## src/rtl/bsc_pkg.sv

```systemverilog
package bsc_pkg;

    localparam int ADC_T_W = 20;
    localparam int ADC_P_W = 20;
    localparam int ADC_H_W = 16;
    localparam int TC_W = 18;
    localparam int FT_W = 24;
    localparam int PQ_W = 32;
    localparam int HQ_W = 17;
    localparam int CFG_DATA_W = 64;
    localparam int CFG_IDX_W = 3;
    localparam int QUEUE_DEPTH = 4;
    localparam int DIV_W = 64;

    // Register indexes of the configuration port.
    localparam logic [CFG_IDX_W-1:0] REG_TEMP = 3'd0;
    localparam logic [CFG_IDX_W-1:0] REG_PRESS_LO = 3'd1;
    localparam logic [CFG_IDX_W-1:0] REG_PRESS_HI = 3'd2;
    localparam logic [CFG_IDX_W-1:0] REG_PRESS_P9 = 3'd3;
    localparam logic [CFG_IDX_W-1:0] REG_HUM_MAIN = 3'd4;
    localparam logic [CFG_IDX_W-1:0] REG_HUM_OFS = 3'd5;
    localparam logic [CFG_IDX_W-1:0] REG_HUM_EN = 3'd6;

    typedef struct packed {
        logic [47:0] temp;
        logic [63:0] press_lo;
        logic [63:0] press_hi;
        logic [15:0] p9;
        logic [39:0] hum_main;
        logic [23:0] hum_ofs;
        logic        hum_en;
    } cfg_t;

    typedef struct packed {
        logic [ADC_H_W-1:0] adc_humidity;
        logic [ADC_P_W-1:0] adc_pressure;
        logic [ADC_T_W-1:0] adc_temperature;
    } in_t;

    typedef struct packed {
        logic [HQ_W-1:0] humidity_q22_10;
        logic            pressure_div_zero;
        logic [PQ_W-1:0] pressure_q24_8;
        logic [FT_W-1:0] fine_temperature;
        logic [TC_W-1:0] temperature_centi;
    } res_t;

    // Results that ride alongside the pressure division.
    typedef struct packed {
        logic [TC_W-1:0] tc;
        logic [FT_W-1:0] ft;
        logic [HQ_W-1:0] hq;
        logic            dz;
        logic            neg;
    } tag_t;

endpackage

```

## src/rtl/bsc_queue.sv

```systemverilog
module bsc_queue #(
    parameter int DEPTH = bsc_pkg::QUEUE_DEPTH
) (
    input  logic          clk,
    input  logic          rst_n,
    input  logic          push_valid,
    output logic          push_ready,
    input  bsc_pkg::in_t  push_data,
    output logic          pop_valid,
    input  logic          pop_ready,
    output bsc_pkg::in_t  pop_data
);

    localparam int PTR_W = (DEPTH > 1) ? $clog2(DEPTH) : 1;
    localparam int CNT_W = $clog2(DEPTH + 1);

    bsc_pkg::in_t      mem_reg [0:DEPTH-1];
    logic [PTR_W-1:0]  wr_ptr_reg;
    logic [PTR_W-1:0]  wr_ptr_next;
    logic [PTR_W-1:0]  rd_ptr_reg;
    logic [PTR_W-1:0]  rd_ptr_next;
    logic [CNT_W-1:0]  count_reg;
    logic [CNT_W-1:0]  count_next;
    logic              do_push;
    logic              do_pop;

    assign push_ready = (count_reg != CNT_W'(DEPTH));
    assign pop_valid  = (count_reg != '0);
    assign pop_data   = mem_reg[rd_ptr_reg];
    assign do_push    = push_valid && push_ready;
    assign do_pop     = pop_valid && pop_ready;

    always_comb
    begin
        wr_ptr_next = wr_ptr_reg;
        rd_ptr_next = rd_ptr_reg;
        count_next  = count_reg;
        if (do_push)
        begin
            wr_ptr_next = (wr_ptr_reg == PTR_W'(DEPTH - 1)) ? '0 : wr_ptr_reg + 1'b1;
        end
        if (do_pop)
        begin
            rd_ptr_next = (rd_ptr_reg == PTR_W'(DEPTH - 1)) ? '0 : rd_ptr_reg + 1'b1;
        end
        if (do_push && !do_pop)
        begin
            count_next = count_reg + 1'b1;
        end
        else if (do_pop && !do_push)
        begin
            count_next = count_reg - 1'b1;
        end
    end

    always_ff @(posedge clk or negedge rst_n)
    begin
        if (!rst_n)
        begin
            wr_ptr_reg <= '0;
            rd_ptr_reg <= '0;
            count_reg  <= '0;
        end
        else
        begin
            wr_ptr_reg <= wr_ptr_next;
            rd_ptr_reg <= rd_ptr_next;
            count_reg  <= count_next;
        end
    end

    always_ff @(posedge clk)
    begin
        if (do_push)
        begin
            mem_reg[wr_ptr_reg] <= push_data;
        end
    end

endmodule

```

## config.mk

```make
export PLATFORM = sky130hd
export DESIGN_NAME = bsc_queue
export DESIGN_NICKNAME = d
export VERILOG_FILES = /design/src/rtl/bsc_pkg.sv /design/src/rtl/bsc_queue.sv
export SDC_FILE = /design/constraint.sdc
export NUM_CORES = 1
export LEC_CHECK = 0
export ABC_AREA = 1
export BUFFER_PORTS_ARGS = -buffer_cell sky130_fd_sc_hd__buf_2
export CAP_MARGIN = 10
export CORE_ASPECT_RATIO = 0.9
export CORE_MARGIN = 2
export CORE_UTILIZATION = 35
export CTS_CLUSTER_SIZE = 16
export DETAILED_ROUTE_END_ITERATION = 16
export RECOVER_POWER = 25
export SLEW_MARGIN = 20
export SYNTH_ARGS = -nofsm -noshare
export SYNTH_HDL_FRONTEND = slang
export SYNTH_SLANG_ARGS = --single-unit
```

## constraint.sdc

```tcl
create_clock -name clk -period 5 [get_ports clk]
set_input_delay 1 -clock clk [delete_from_list [all_inputs] [get_ports clk]]
set_output_delay 1 -clock clk [all_outputs]
set_load 0.05 [all_outputs]
```

==> metrics.md <==
| Metric | Value |
|---|---|
| Run status | `finished, final reports clean` |
| Post-Syn Nets | `779` |
| Clock slew seen by the registers of the worst setup and hold paths | `0.06 ns` |
| Filler cells | `2509` |
| Global-route met2 utilization | `0.2114` |
| Final Setup Violations | `0` |
| Syn-to-layout area delta | `16.43%` |
| Count of buffer and inverter cells on the critical path | `2` |
| Simple logic cell fraction of the synthesized area | `0.07748` |
| Final worst slack | `1.462 ns` |
| DRC violation count after routing | `0` |
| Ratio of final minimum period to clock period | `0.7075` |
| Count of cell types in the netlist | `20` |
| Dominant cell type by area after synthesis | `sky130_fd_sc_hd__edfxtp_1` |
| Placeable core region | `27100 sq um` |
| Worst path arrival time | `2.54 ns` |
| Fraction of final layout cells with drive strength greater than 1 | `0.2280` |
| Max Transition Viols Final | `0` |
| Maximum vdd drop | `0.4629 mV` |
| Yosys synthesis warning count | `0` |
| Reg-to-reg slack, setup | `2.54 ns` |
| Wire length of the first global-routing pass | `28900 um` |
| Kind of end point of the critical path | `output port` |
| Clock latency on the worst-skew pair | `0.52 ns` |
| Max Freq | `282.7 MHz` |
| Required time worst endpoint | `4.00 ns` |
| Slew Limit Headroom | `0.3643` |
| Die Area | `29030 sq um` |
| Class of the worst hold path | `input pin to async pin` |
| Nature of the critical path startpoint | `flip-flop` |
| Antenna cell count | `0` |
| Pin count of the biggest net entering global routing | `96` |
| Net switching power figure | `3.407 mW` |
| Critical path's largest stage delay | `0.85 ns` |
| Via count of the first global-routing pass | `5363` |
| Number of nets with antenna violations after detailed routing | `0` |
| Worst-case setup slack after placement | `1.975 ns` |
| Count of TritonRoute iterations in the first routing pass | `4` |
| Share of total power in the clock network | `0.222` |
| Bufs on Longest Clock Path | `3` |
| Total of buffers placed on input and output ports | `117` |
| CTS root buf | `sky130_fd_sc_hd__clkbuf_16` |
| Number of flip-flops under the largest register name | `224` |
| Total Routed Length | `18780 um` |
| Post-route total power | `7.720 mW` |
| Arithmetic-cell share of the synthesized area counting full adders, half adders and majority gates | `0.009814` |
| Sequential cell area fraction in the yosys report | `0.7123` |
| Global routing usage summed across all routing layers | `0.1283` |
| Post-synthesis share of cell area spent on xor and xnor gates | `0.0009039` |
| Floorplan die width | `179.4 um` |
| Max-capacitance violation count | `0` |
| Number of H-tree branching levels | `1` |
| Post-Syn Instances | `712` |
| IO Pins | `118` |
| Total overflow reported by the global router | `0` |
| Largest fanout of any net on the critical path | `53` |
| Mean routed wirelength per cell | `15.58 um` |
| Static power due to leakage | `4.406 nW` |
| Initial cell density of the core | `0.3575` |
| Largest cells by area after synthesis | `sky130_fd_sc_hd__edfxtp_1 69%, sky130_fd_sc_hd__o211ai_2 7.6%, sky130_fd_sc_hd__nand2_1 7.1%` |
| Portion of synthesized cell area occupied by the leading cell type | `0.6942` |
| Final min period | `3.538 ns` |
| Per-cell via count in the routed design | `4.506` |
| Routing usage on met3 | `0.03394` |
| # nets final | `898` |
| Routability-driven placement congestion ratio | `0.7316` |
| Number of buffers inserted during clock tree synthesis | `26` |
| 1st-iter DRT viols | `342` |
| Post-synthesis cell area | `9689 sq um` |
| Sw Ratio | `0.4413` |
| RR Startpoint | `count_reg[1]$_DFFE_PN0P_` |
| HPWL reported at the end of detailed placement | `10940 um` |
| Flop pwr share | `0.353` |
| Number of vias after detailed routing | `5430` |
| Most congested layer reported by global routing | `met2` |
| Hold-fix buffers, CTS | `0` |
| Share of cell area taken by muxes after synthesis | `0` |
| Number of rows created at floorplan | `57` |
| Post-CTS setup buffer count | `0` |
| Critical path cell sequence | `buf_4, o211ai_1, nand2_1, buf_2` |
| Commonest cells after routing, fill and taps aside | `224 x sky130_fd_sc_hd__edfxtp_1, 183 x sky130_fd_sc_hd__nand2_1, 123 x sky130_fd_sc_hd__inv_1, 82 x sky130_fd_sc_hd__buf_2, 59 x sky130_fd_sc_hd__o211ai_2` |
| Setup_tns | `0 ns` |
| Part of the power in combinational logic | `0.425` |
| Layout Skew | `0.005499 ns` |
| R2R cell count | `5` |
| Internal Dissipation | `4.313 mW` |
| Cell class contributing the biggest share of worst-path delay | `flip-flops` |
| Met1 GRT Util | `0.1691` |
| Worst setup path category | `flip-flop to output port` |
| Cells resized by post-CTS repair | `0` |
| Most common library cell in the layout ignoring fill and taps | `sky130_fd_sc_hd__edfxtp_1` |
| Count of state elements after synthesis | `231` |
| Height of the die | `161.8 um` |
| Setup repair after global routing missed its margin | `false` |
| Slew at the pin closest to its max-slew limit | `0.9535 ns` |
| Worst path depth | `4` |
| Power per unit of standard cell area | `684.3 nW/um^2` |
| Fraction of the mapped netlist area in compound gates | `0.1178` |
| Initial antenna violation count | `3` |
| Clock tree from TritonCTS | `done` |
| Number of hold violations in the final report | `0` |
| Clk sinks | `231` |
| Combinational family with the most area after synthesis | `compound AO/OA/AOI/OAI gates` |
| Mean area per synthesized cell | `13.61 sq um` |
| Worst r2r dst | `mem_reg[3][9]$_DFFE_PP_` |
| Slowest cell on the critical path | `sky130_fd_sc_hd__dfrtp_4` |
## worst max path at each step
stage                         endpoint                       from  slack, ns
3_3_place_gp              pop_data[47]  rd_ptr_reg[0]$_DFFE_PN0P_       1.99
3_5_place_dp              pop_data[47]  rd_ptr_reg[0]$_DFFE_PN0P_       1.98
6_report                  pop_data[47]  rd_ptr_reg[0]$_DFFE_PN0P_       1.46
2_1_floorplan  mem_reg[0][0]$_DFFE_PP_   count_reg[0]$_DFFE_PN0P_       0.97
5_1_grt                   pop_data[47]  rd_ptr_reg[0]$_DFFE_PN0P_       1.30
4_1_cts                   pop_data[47]  rd_ptr_reg[0]$_DFFE_PN0P_       1.40
## layer usage
| metal | routed length, um | vias to the layer above |
|---|---|---|
| met5 | 11 | - |
| met3 | 1052 | 28 |
| met2 | 8822 | 111 |
| met1 | 8530 | 2586 |
| met4 | 360 | 2 |
| li1 | - | 2703 |
## Yosys cell counts, drive strengths merged
| master | instances |
|---|---|
| o211ai | 112 |
| o21ai | 1 |
| nand2 | 183 |
| nor2 | 6 |
| clkinv | 1 |
| fa | 1 |
| buf | 35 |
| inv | 125 |
| dfrtp | 7 |
| clkbuf | 2 |
| ha | 6 |
| xnor2 | 1 |
| nand3 | 7 |
| edfxtp | 224 |
| nand4 | 1 |
## worst register-to-register path, stage by stage (launching register included)
cell	delay, ns
sky130_fd_sc_hd__dfrtp_1	0.39
sky130_fd_sc_hd__clkinv_1	0.11
sky130_fd_sc_hd__nand3_1	0.17
sky130_fd_sc_hd__nand2_1	0.32
sky130_fd_sc_hd__nor2_4	0.35
sky130_fd_sc_hd__buf_4	0.71
## logic make-up (layout without fill, tap and decap cells)
logic type               count (synthesis)  count (layout)
flip-flops                             231             231
AND/OR/NAND/NOR                        197             197
buffers and inverters                  163             302
AO/OA/AOI/OAI                          113             113
adder cells (fa/ha/maj)                  7               7
XOR/XNOR                                 1               1
## cell type report
type | instances | area, sq um | share of cell area
clock buffers | 35 | 705.7 | 0.06256
clock inverters | 13 | 62.56 | 0.005546
inverters | 126 | 473.0 | 0.04193
well taps | 354 | 442.9 | 0.03926
flip-flops and latches | 231 | 6909 | 0.6125
multi-input cells | 318 | 2026 | 0.1796
repair buffers | 128 | 661.9 | 0.05867
## per-stage QoR
step                  util  cell area (sq um)  hold WS [ns]  cells
floorplan                -               9689        0.4628    712
global placement    0.3895              10560        0.4803   1157
detailed placement  0.3895              10560        0.5107   1157
CTS                 0.4179              11320        0.2874   1205
global route        0.4163              11280        0.4046   1205
finish              0.4163              11280        0.3788   1205
## power by group through the flow
stage                     registers [mW]  clock network [mW]  logic, mW
final                               2.73                1.71       3.28
after detailed placement            2.77                   0       3.34
after global placement              2.76                   0       3.32
after floorplan                     2.70                   0       2.73
after CTS                           2.73                1.76       3.34
after global routing                2.77                1.83       3.55
Note: power is estimated with default switching activity, not from simulation.
